## src/design/pwld_pkg.sv

```systemverilog
// Shared types, constants and helpers of the pulse width line decoder.
// Depends on nothing; every other design file imports it.
package pwld_pkg;

   localparam int ROW_WORDS    = 40;
   localparam int COLUMN_COUNT = 240;
   localparam int ROW_FILL     = ROW_WORDS * 16;

   localparam int GAP_W   = 16;
   localparam int FILL_W  = 10;
   localparam int COL_W   = 8;
   localparam int SLOT_W  = $clog2(ROW_WORDS);
   localparam int WORD_W  = 32;
   localparam int ADDR_W  = 5;
   localparam int DATA_W  = 32;

   localparam logic [WORD_W-1:0] END_MARKER = 32'h1234_5678;

   localparam logic [GAP_W-1:0]  SYNC_LOW_RST  = 16'd4350;
   localparam logic [GAP_W-1:0]  SYNC_HIGH_RST = 16'd4550;
   localparam logic [GAP_W-1:0]  ZERO_LOW_RST  = 16'd400;
   localparam logic [GAP_W-1:0]  ZERO_HIGH_RST = 16'd700;
   localparam logic [GAP_W-1:0]  ONE_LOW_RST   = 16'd1500;
   localparam logic [GAP_W-1:0]  ONE_HIGH_RST  = 16'd1900;
   localparam logic [FILL_W-1:0] END_MIN_RST   = 10'd320;

   typedef enum logic [2:0] {
      REG_SYNC_LOW  = 3'd0,
      REG_SYNC_HIGH = 3'd1,
      REG_ZERO_LOW  = 3'd2,
      REG_ZERO_HIGH = 3'd3,
      REG_ONE_LOW   = 3'd4,
      REG_ONE_HIGH  = 3'd5,
      REG_END_MIN   = 3'd6
   } pwld_reg_type;

   typedef struct packed {
      logic [GAP_W-1:0]  sync_low;
      logic [GAP_W-1:0]  sync_high;
      logic [GAP_W-1:0]  zero_low;
      logic [GAP_W-1:0]  zero_high;
      logic [GAP_W-1:0]  one_low;
      logic [GAP_W-1:0]  one_high;
      logic [FILL_W-1:0] end_min_pixels;
   } pwld_cfg_type;

   // Column counter step with wrap at the display width.
   function automatic logic [COL_W-1:0] next_column(input logic [COL_W-1:0] c);
      logic [COL_W:0] s;
      s = {1'b0, c} + {{COL_W{1'b0}}, 1'b1};
      if (s >= (COL_W+1)'(COLUMN_COUNT)) begin
         return '0;
      end
      return s[COL_W-1:0];
   endfunction

endpackage

```

## src/design/pwld_if.sv

```systemverilog
// Valid/ready channel interfaces for edge items and row results.
// Depends on pwld_pkg for field widths.
interface pwld_req_if import pwld_pkg::*; ();
   logic             valid;
   logic             ready;
   logic             line_level;
   logic [GAP_W-1:0] gap_us;

   modport source (output valid, output line_level, output gap_us, input ready);
   modport sink   (input valid, input line_level, input gap_us, output ready);
endinterface

interface pwld_rsp_if import pwld_pkg::*; ();
   logic              valid;
   logic              ready;
   logic [COL_W-1:0]  column;
   logic [5:0]        word_slot;
   logic [WORD_W-1:0] pixel_bytes;
   logic              last;

   modport source (output valid, output column, output word_slot,
                    output pixel_bytes, output last, input ready);
   modport sink   (input valid, input column, input word_slot,
                   input pixel_bytes, input last, output ready);
endinterface

```

## src/design/pwld_csr.sv

```systemverilog
// APB-style register file holding the timing windows and the end threshold.
// Depends on pwld_pkg for the register map and the configuration struct.
module pwld_csr import pwld_pkg::*; (
   input  logic              clock,
   input  logic              reset,
   input  logic              psel,
   input  logic              penable,
   input  logic              pwrite,
   input  logic [ADDR_W-1:0] paddr,
   input  logic [DATA_W-1:0] pwdata,
   output logic [DATA_W-1:0] prdata,
   output logic              pready,
   output pwld_cfg_type      cfg
);

   pwld_cfg_type cfg_ff, cfg_in;
   pwld_reg_type reg_sel;
   logic         wr_en;

   assign pready  = 1'b1;
   assign reg_sel = pwld_reg_type'(paddr[ADDR_W-1:2]);
   assign wr_en   = psel && penable && pwrite;
   assign cfg     = cfg_ff;

   always_comb begin
      cfg_in = cfg_ff;
      if (wr_en) begin
         unique case (reg_sel)
            REG_SYNC_LOW:  cfg_in.sync_low       = pwdata[GAP_W-1:0];
            REG_SYNC_HIGH: cfg_in.sync_high      = pwdata[GAP_W-1:0];
            REG_ZERO_LOW:  cfg_in.zero_low       = pwdata[GAP_W-1:0];
            REG_ZERO_HIGH: cfg_in.zero_high      = pwdata[GAP_W-1:0];
            REG_ONE_LOW:   cfg_in.one_low        = pwdata[GAP_W-1:0];
            REG_ONE_HIGH:  cfg_in.one_high       = pwdata[GAP_W-1:0];
            REG_END_MIN:   cfg_in.end_min_pixels = pwdata[FILL_W-1:0];
            default:       cfg_in = cfg_ff;
         endcase
      end
   end

   always_comb begin
      unique case (reg_sel)
         REG_SYNC_LOW:  prdata = DATA_W'(cfg_ff.sync_low);
         REG_SYNC_HIGH: prdata = DATA_W'(cfg_ff.sync_high);
         REG_ZERO_LOW:  prdata = DATA_W'(cfg_ff.zero_low);
         REG_ZERO_HIGH: prdata = DATA_W'(cfg_ff.zero_high);
         REG_ONE_LOW:   prdata = DATA_W'(cfg_ff.one_low);
         REG_ONE_HIGH:  prdata = DATA_W'(cfg_ff.one_high);
         REG_END_MIN:   prdata = DATA_W'(cfg_ff.end_min_pixels);
         default:       prdata = '0;
      endcase
   end

   always_ff @(posedge clock) begin
      if (reset) begin
         cfg_ff.sync_low       <= SYNC_LOW_RST;
         cfg_ff.sync_high      <= SYNC_HIGH_RST;
         cfg_ff.zero_low       <= ZERO_LOW_RST;
         cfg_ff.zero_high      <= ZERO_HIGH_RST;
         cfg_ff.one_low        <= ONE_LOW_RST;
         cfg_ff.one_high       <= ONE_HIGH_RST;
         cfg_ff.end_min_pixels <= END_MIN_RST;
      end else begin
         cfg_ff <= cfg_in;
      end
   end

endmodule

```

## src/design/pulse_width_line_decoder_core.sv

```systemverilog
// Pulse width line decoder: an edge item is taken while the core is idle; a row-ending edge
// is followed by 40 results, the first reaching valid through the state, memory data and output registers,
// then one per cycle while the sink keeps ready high, paced by the row memory read port.
// No edge is taken until the last group has been read from the row memory.
// Reset is synchronous and clears the decoder, column and output control state;
// the row memory is not cleared and only groups filled in the current row are read back.
module pulse_width_line_decoder_core import pwld_pkg::*; (
   input  logic              clock,
   input  logic              reset,
   pwld_req_if.sink          req,
   pwld_rsp_if.source        rsp,
   input  logic              psel,
   input  logic              penable,
   input  logic              pwrite,
   input  logic [ADDR_W-1:0] paddr,
   input  logic [DATA_W-1:0] pwdata,
   output logic [DATA_W-1:0] prdata,
   output logic              pready
);

   typedef enum logic {ST_IDLE, ST_EMIT} state_type;

   pwld_cfg_type cfg;

   pwld_csr u_csr (
      .clock   (clock),
      .reset   (reset),
      .psel    (psel),
      .penable (penable),
      .pwrite  (pwrite),
      .paddr   (paddr),
      .pwdata  (pwdata),
      .prdata  (prdata),
      .pready  (pready),
      .cfg     (cfg)
   );

   // Row memory: one write port from the decoder, one registered read port.
   logic [WORD_W-1:0] row_mem [ROW_WORDS];

   state_type         state_ff, state_in;
   logic              frame_ff, frame_in;
   logic [4:0]        bit_pos_ff, bit_pos_in;
   logic [WORD_W-1:0] shift_ff, shift_in;
   logic [FILL_W-1:0] fill_ff, fill_in;
   logic [COL_W-1:0]  col_ff, col_in;
   logic [COL_W-1:0]  emit_col_ff, emit_col_in;
   logic [SLOT_W:0]   emit_used_ff, emit_used_in;
   logic [SLOT_W:0]   issue_cnt_ff, issue_cnt_in;
   logic              pend_ff, pend_in;
   logic [SLOT_W-1:0] pend_slot_ff;
   logic [WORD_W-1:0] mem_q_ff;
   logic              out_valid_ff, out_valid_in;
   logic [COL_W-1:0]  out_col_ff;
   logic [SLOT_W-1:0] out_slot_ff;
   logic [WORD_W-1:0] out_data_ff;
   logic              out_last_ff;

   logic              accept;
   logic              is_sync;
   logic              is_zero;
   logic              is_one;
   logic [WORD_W-1:0] bit_mask;
   logic [WORD_W-1:0] word_new;
   logic              wr_en;
   logic [SLOT_W-1:0] wr_addr;
   logic              issue;
   logic              out_load;
   logic [COL_W-1:0]  col_step;

   assign req.ready       = (state_ff == ST_IDLE);
   assign accept          = req.valid && req.ready;
   assign rsp.valid       = out_valid_ff;
   assign rsp.column      = out_col_ff;
   assign rsp.word_slot   = 6'(out_slot_ff);
   assign rsp.pixel_bytes = out_data_ff;
   assign rsp.last        = out_last_ff;

   assign is_sync = !req.line_level && (req.gap_us > cfg.sync_low)
                    && (req.gap_us < cfg.sync_high);
   assign is_zero = (req.gap_us > cfg.zero_low) && (req.gap_us < cfg.zero_high);
   assign is_one  = (req.gap_us > cfg.one_low) && (req.gap_us < cfg.one_high);
   assign bit_mask = {1'b1, {(WORD_W-1){1'b0}}} >> bit_pos_ff;
   assign wr_addr  = fill_ff[4 +: SLOT_W];
   assign col_step = next_column(col_ff);

   always_comb begin
      if (is_zero) begin
         word_new = shift_ff & ~bit_mask;
      end else if (is_one) begin
         word_new = shift_ff | bit_mask;
      end else begin
         word_new = shift_ff;
      end
   end

   // Read-out pipeline: a read is issued when the memory data register is free
   // or moves into the output register in the same cycle.
   assign out_load = pend_ff && (!out_valid_ff || rsp.ready);
   assign issue    = (state_ff == ST_EMIT)
                     && (issue_cnt_ff < (SLOT_W+1)'(ROW_WORDS))
                     && (!pend_ff || out_load);

   always_comb begin
      state_in     = state_ff;
      frame_in     = frame_ff;
      bit_pos_in   = bit_pos_ff;
      shift_in     = shift_ff;
      fill_in      = fill_ff;
      col_in       = col_ff;
      emit_col_in  = emit_col_ff;
      emit_used_in = emit_used_ff;
      issue_cnt_in = issue_cnt_ff;
      wr_en        = 1'b0;

      if (accept) begin
         if (is_sync) begin
            frame_in   = 1'b1;
            bit_pos_in = '0;
         end else if (frame_ff && !req.line_level) begin
            bit_pos_in = bit_pos_ff + 5'd1;
            shift_in   = word_new;
            if (bit_pos_ff == 5'd31) begin
               frame_in = 1'b0;
               if (((word_new == END_MARKER) && (fill_ff > cfg.end_min_pixels))
                   || (fill_ff >= FILL_W'(ROW_FILL))) begin
                  // Row end: the column steps once before and once after the row.
                  state_in     = ST_EMIT;
                  emit_col_in  = col_step;
                  col_in       = next_column(col_step);
                  emit_used_in = (SLOT_W+1)'(fill_ff[FILL_W-1:4]);
                  issue_cnt_in = '0;
                  shift_in     = '0;
                  fill_in      = '0;
               end else if (word_new == END_MARKER) begin
                  fill_in = '0;
               end else begin
                  wr_en    = 1'b1;
                  fill_in  = fill_ff + FILL_W'(16);
                  shift_in = '0;
               end
            end
         end
      end

      if (issue) begin
         issue_cnt_in = issue_cnt_ff + (SLOT_W+1)'(1);
      end
      if ((state_ff == ST_EMIT) && (issue_cnt_ff == (SLOT_W+1)'(ROW_WORDS)) && !pend_ff) begin
         state_in = ST_IDLE;
      end

      pend_in = issue || (pend_ff && !out_load);
      out_valid_in = out_load || (out_valid_ff && !rsp.ready);
   end

   always_ff @(posedge clock) begin
      if (wr_en) begin
         row_mem[wr_addr] <= word_new;
      end
      if (issue) begin
         mem_q_ff     <= row_mem[issue_cnt_ff[SLOT_W-1:0]];
         pend_slot_ff <= issue_cnt_ff[SLOT_W-1:0];
      end
   end

   always_ff @(posedge clock) begin
      if (reset) begin
         state_ff     <= ST_IDLE;
         frame_ff     <= 1'b0;
         bit_pos_ff   <= '0;
         shift_ff     <= '0;
         fill_ff      <= '0;
         col_ff       <= '0;
         emit_col_ff  <= '0;
         emit_used_ff <= '0;
         issue_cnt_ff <= '0;
         pend_ff      <= 1'b0;
         out_valid_ff <= 1'b0;
      end else begin
         state_ff     <= state_in;
         frame_ff     <= frame_in;
         bit_pos_ff   <= bit_pos_in;
         shift_ff     <= shift_in;
         fill_ff      <= fill_in;
         col_ff       <= col_in;
         emit_col_ff  <= emit_col_in;
         emit_used_ff <= emit_used_in;
         issue_cnt_ff <= issue_cnt_in;
         pend_ff      <= pend_in;
         out_valid_ff <= out_valid_in;
      end
      // Groups beyond the filled part of the row go out as zero.
      if (out_load) begin
         out_col_ff  <= emit_col_ff;
         out_slot_ff <= pend_slot_ff;
         out_data_ff <= ((SLOT_W+1)'(pend_slot_ff) < emit_used_ff) ? mem_q_ff : '0;
         out_last_ff <= (pend_slot_ff == SLOT_W'(ROW_WORDS - 1));
      end
   end

endmodule

```

## src/flat_wrapper.sv

```systemverilog
// flat-port wrapper written by rule: the top's interface ports become plain ports
module pulse_width_line_decoder_core_flat import pwld_pkg::*;
  (clock, reset, psel, penable, pwrite, paddr, pwdata, prdata, pready, req_valid, req_line_level, req_gap_us, req_ready, rsp_valid, rsp_column, rsp_word_slot, rsp_pixel_bytes, rsp_last, rsp_ready);
  pwld_req_if req_i ();
  pwld_rsp_if rsp_i ();
  input  logic clock;
  input  logic reset;
  input  logic psel;
  input  logic penable;
  input  logic pwrite;
  input  logic [ADDR_W-1:0] paddr;
  input  logic [DATA_W-1:0] pwdata;
  output logic [DATA_W-1:0] prdata;
  output logic pready;
  input wire logic [$bits(req_i.valid)-1:0] req_valid;
  input wire logic [$bits(req_i.line_level)-1:0] req_line_level;
  input wire logic [$bits(req_i.gap_us)-1:0] req_gap_us;
  output wire logic [$bits(req_i.ready)-1:0] req_ready;
  output wire logic [$bits(rsp_i.valid)-1:0] rsp_valid;
  output wire logic [$bits(rsp_i.column)-1:0] rsp_column;
  output wire logic [$bits(rsp_i.word_slot)-1:0] rsp_word_slot;
  output wire logic [$bits(rsp_i.pixel_bytes)-1:0] rsp_pixel_bytes;
  output wire logic [$bits(rsp_i.last)-1:0] rsp_last;
  input wire logic [$bits(rsp_i.ready)-1:0] rsp_ready;
  assign req_i.valid = req_valid;
  assign req_i.line_level = req_line_level;
  assign req_i.gap_us = req_gap_us;
  assign req_ready = req_i.ready;
  assign rsp_valid = rsp_i.valid;
  assign rsp_column = rsp_i.column;
  assign rsp_word_slot = rsp_i.word_slot;
  assign rsp_pixel_bytes = rsp_i.pixel_bytes;
  assign rsp_last = rsp_i.last;
  assign rsp_i.ready = rsp_ready;
  pulse_width_line_decoder_core u_core (.clock(clock), .reset(reset), .req(req_i), .rsp(rsp_i), .psel(psel), .penable(penable), .pwrite(pwrite), .paddr(paddr), .pwdata(pwdata), .prdata(prdata), .pready(pready));
endmodule
```

## config.mk

```make
export PLATFORM = sky130hd
export DESIGN_NAME = pulse_width_line_decoder_core_flat
export DESIGN_NICKNAME = d
export VERILOG_FILES = /design/src/design/pwld_pkg.sv /design/src/design/pwld_if.sv /design/src/design/pwld_csr.sv /design/src/design/pulse_width_line_decoder_core.sv /design/src/flat_wrapper.sv
export SDC_FILE = /design/constraint.sdc
export NUM_CORES = 2
export LEC_CHECK = 0
export BUFFER_PORTS_ARGS = -buffer_cell sky130_fd_sc_hd__buf_2
export CORE_MARGIN = 4
export CORE_UTILIZATION = 45
export CTS_BUF_LIST = sky130_fd_sc_hd__clkbuf_2
export DETAILED_ROUTE_END_ITERATION = 10
export SLEW_MARGIN = 15
export SYNTH_ARGS = -nofsm -noshare
export SYNTH_HDL_FRONTEND = slang
export SYNTH_SLANG_ARGS = --single-unit
```

## constraint.sdc

```tcl
create_clock -name clock -period 8.14 [get_ports clock]
set_clock_uncertainty 0.05 [all_clocks]
set_input_delay 0.407 -clock clock [delete_from_list [all_inputs] [get_ports clock]]
set_output_delay 0.407 -clock clock [all_outputs]
set_load 0.01 [all_outputs]
```

==> results.py <==
metrics = {
    "clock_network": {
        "cts_setup_buffers": 0,
        "root_buffer": "clkbuf_2",
        "numCtsBuffers": 397,
        "ctsHoldBuffers": 95,
        "cts.sinks": 1547,
        "htreeDepth": 5,
        "cts_tree": "built",
        "cts-resized-gates": 0,
        "clock_path_buffers": 4,
        "clk_pin_slew_ns": 0.11,
        "clk_latency_ns": 1.67,
    },
    "cells_and_area": {
        "instances_no_fill": 6243,
        "final_layout_size_suffix_gt1_share_pct": 29.07,
        "area_delta_synth_final_pct": 12.09,
        "postLayoutCoreUtil_pct": 50.80,
        "post-route-cell-area_um2": 70970,
        "finish.net_count": 4290,
    },
    "route": {
        "vias": 35730,
        "drt_iter0_drc": 3527,
        "ant_nets": 0,
        "drc": 0,
        "drt_first_pass_iters": 5,
        "wl_um": 161200,
        "vias_per_cell": 5.723,
        "wl_per_cell_um": 25.81,
    },
    "run_status": {
        "outcome": "finished, final reports clean",
    },
    "timing": {
        "final_max_slew_viol_count": 0,
        "hold_violations": 0,
        "slew_headroom_pct": 18.20,
        "grt_setup_unrepaired": "false",
        "min_period_over_period_pct": 83.75,
        "setup-violations-final": 0,
        "fmax_mhz": 146.7,
        "tightest_slew_ns": 1.225,
        "fin_crit_ns": 6.817,
        "tns_ns": 0,
    },
    "placed_design": {
        "dp_cells": 5490,
        "hpwl_um": 91180,
        "finalWeightedCongestion": 0.9112,
        "placed_cell_area_um2": 66720,
        "io_buffers": 107,
    },
    "setup_path": {
        "critPathSlowestCell": "or4_1",
        "reg2reg_from": "u_core.u_csr.cfg[99]",
        "slowest_delay_ns": 1.12,
        "worstSetupStartpointType": "flip-flop",
        "cp.required_ns": 9.30,
        "path_cells": "inv_1 > ha_1 > nand4_1 > nor3_1 > and4_1 > nor3_1 > dlygate4sd3_1 > o311a_1 > dlygate4sd3_1 > o21ai_0 > nand2_1 > or4_1 > nor2_4 > buf_4",
        "r2r_slack_ns": 1.32,
        "crit_fanout": 22,
        "reg2reg_to": "u_core.row_mem[9][11]",
        "crit_path_end_kind": "flip-flop",
        "path_class": "flip-flop to flip-flop",
        "cp_data_arrival_time_ns": 7.98,
        "rr_worst_depth": 14,
    },
    "run": {
        "maxCapViolCount": 0,
    },
    "floorplan": {
        "rows": 137,
        "ios": 143,
        "die_height_um": 383.1,
        "die_area_um2": 146800,
        "start_util_pct": 45.32,
        "die_w_um": 383.1,
        "coreArea_um2": 139700,
    },
    "synthesis": {
        "synth.most_common_cell": "edfxtp_1",
        "synth_seq_cells": 1547,
        "synth_compound_area_share_pct": 5.266,
        "synth_fa_ha_area_share_pct": 2.332,
        "synth_flop_cell": "edfxtp_1",
        "synthDominantCellAreaShare_pct": 64.74,
        "syn-cell-area_um2": 63320,
        "synthMuxAreaShare_pct": 14.61,
        "synth_top_family_by_area": "multiplexers",
        "synth-edff-count": 1365,
        "ys_top_cells_by_area": "edfxtp_1 65%, mux4_2 14%, dfxtp_1 5.8%",
        "yosysUniqueCellTypes": 82,
        "synthXorXnorAreaFrac_pct": 0.1660,
        "synth_common_cells": "1365 x edfxtp_1, 385 x mux4_2, 255 x nand2_1, 187 x a21oi_1, 182 x dfxtp_1",
        "synthArstFlopShare_pct": 0,
        "seq_area_frac_synth_pct": 70.49,
        "synth_top_cell_by_area": "edfxtp_1",
        "netlist_instances": 3596,
        "syn_avg_cell_area_um2": 17.61,
        "synth-simple-area-share_pct": 4.942,
        "yosys_warnings": 0,
    },
    "hold_path": {
        "min_from": "req_gap_us[10]",
        "hold-path-endpoint": "u_core.row_mem[32][18]",
        "holdPathStages": 8,
        "min_path_type": "input pin to flip-flop",
    },
    "power": {
        "power_mw": 13.60,
        "p_sw_share_pct": 23.16,
        "peakVddDrop_mv": 0.09927,
        "p_leak_nw": 20.78,
        "power.share.clock_pct": 35.7,
        "p_switching_mw": 3.150,
        "power-per-cell-area_nw_per_um2": 191.7,
        "power_frac_comb_pct": 1.8,
        "pwr-share-seq_pct": 62.5,
        "intPower_mw": 10.45,
    },
    "grt": {
        "grt_overflow": 0,
        "grt_pass1_wl_um": 236200,
        "antenna_found_initial": 19,
        "grt_pass1_vias": 35870,
        "grt_usage_pct": 21.97,
        "grt_max_degree": 132,
    },
}
placed cells by master, fill, tap and decap left out, drive strengths merged, types with 10 or more instances in the layout:
cell type    Yosys  layout
edfxtp        1365    1365
clkbuf         137     555
mux4           385     385
nand2          255     255
buf             74     218
a21oi          187     187
dfxtp          182     182
inv            122     129
ha             118     118
nor2            95      95
dlygate4sd3      0      94
clkinv           1      84
and2            78      78
mux2i           56      56
o21ai           54      54
o211ai          43      43
nand3           40      40
a211oi          40      40
a22o            39      39
nand4           32      32
nor4            22      22
and3            20      20
o22a            19      19
nor2b           19      19
nor3            19      19
nand2b          17      17
conb             2      17
a22oi           14      14
a21o            13      13
o22ai           10      10
o221ai          10      10
power groups by stage:
stage	Sequential [mW]	Clock, mW	Combinational, mW
5_1_grt	8.50	5.51	0.263
6_report	8.50	4.86	0.242
3_5_place_dp	8.68	0	0.209
3_3_place_gp	8.68	0	0.209
2_1_floorplan	8.68	0	0.125
4_1_cts	8.50	5.03	0.239
cell type report:
cell class	instances	area [um2]
Sequential cell	1547	44650
Inverter	123	466.7
Multi-Input combinational cell	1730	17850
Antenna cell	8	20.02
Fill cell	11630	68730
Tap cell	1876	2347
Clock inverter	92	411.6
Clock buffer	555	2778
Timing Repair Buffer	312	2452
layer usage:
metal	wire length, um	up-vias	track usage, %
met5	13	-	0
met3	13490	247	5.506
met2	76020	1467	34.26
li1	-	15660	-
met4	3210	2	6.437
met1	68420	18360	30.80
how the worst max path moves through the flow:
stage	startpoint	to	slack [ns]	depth (start not counted)
2_1_floorplan	req_gap_us[7]	u_core.row_mem[24][0]	1.70	13
3_3_place_gp	req_gap_us[7]	u_core.row_mem[9][13]	1.80	14
3_5_place_dp	req_gap_us[7]	u_core.row_mem[9][11]	1.79	14
4_1_cts	u_core.u_csr.cfg[99]	u_core.row_mem[9][11]	1.36	14
5_1_grt	u_core.u_csr.cfg[100]	u_core.row_mem[9][11]	1.15	14
6_report	u_core.u_csr.cfg[99]	u_core.row_mem[9][11]	1.32	14
metrics by stage:
step | setup slack (ns) | hold WS, ns
finish | 1.323 | 0.2737
detailed placement | 1.788 | 0.3587
floorplan | 1.705 | 0.3506
global route | 1.154 | 0.1330
CTS | 1.360 | 0.01480
global placement | 1.798 | 0.3608
registers in the layout, summed over array words and instances, names as in the netlist, 7 cells and up:
register and count:
u_core.row_mem 1280, u_core.u_csr.cfg 106, u_core.mem_q_ff 32, u_core.rsp.pixel_bytes 32, u_core.shift_ff 32, u_core.col_ff 8, u_core.emit_col_ff 8, u_core.rsp.column 8
u_core.issue_cnt_ff 7
worst max-delay path: cells and delay by family, from the launching register on:
family | cells | cell delay [ns]
buffers and inverters | 4 | 1.53
DFF | 1 | 0.36
AOI/OAI and AO/OA | 2 | 0.33
adders and majority gates | 1 | 0.29
and+or+nand+nor | 7 | 3.86
cells by family (layout without fill, tap and decap cells):
| logic type | after synthesis | in the layout |
|---|---|---|
| buffers and inverters | 334 | 1082 |
| DFF | 1547 | 1547 |
| muxes | 443 | 443 |
| adders and majority gates | 118 | 118 |
| xor gates and xnor gates | 12 | 12 |
| AOI/OAI and AO/OA | 501 | 501 |
| other | 2 | 25 |
| and+or+nand+nor | 639 | 639 |
Note: power is estimated with default switching activity, not from simulation.
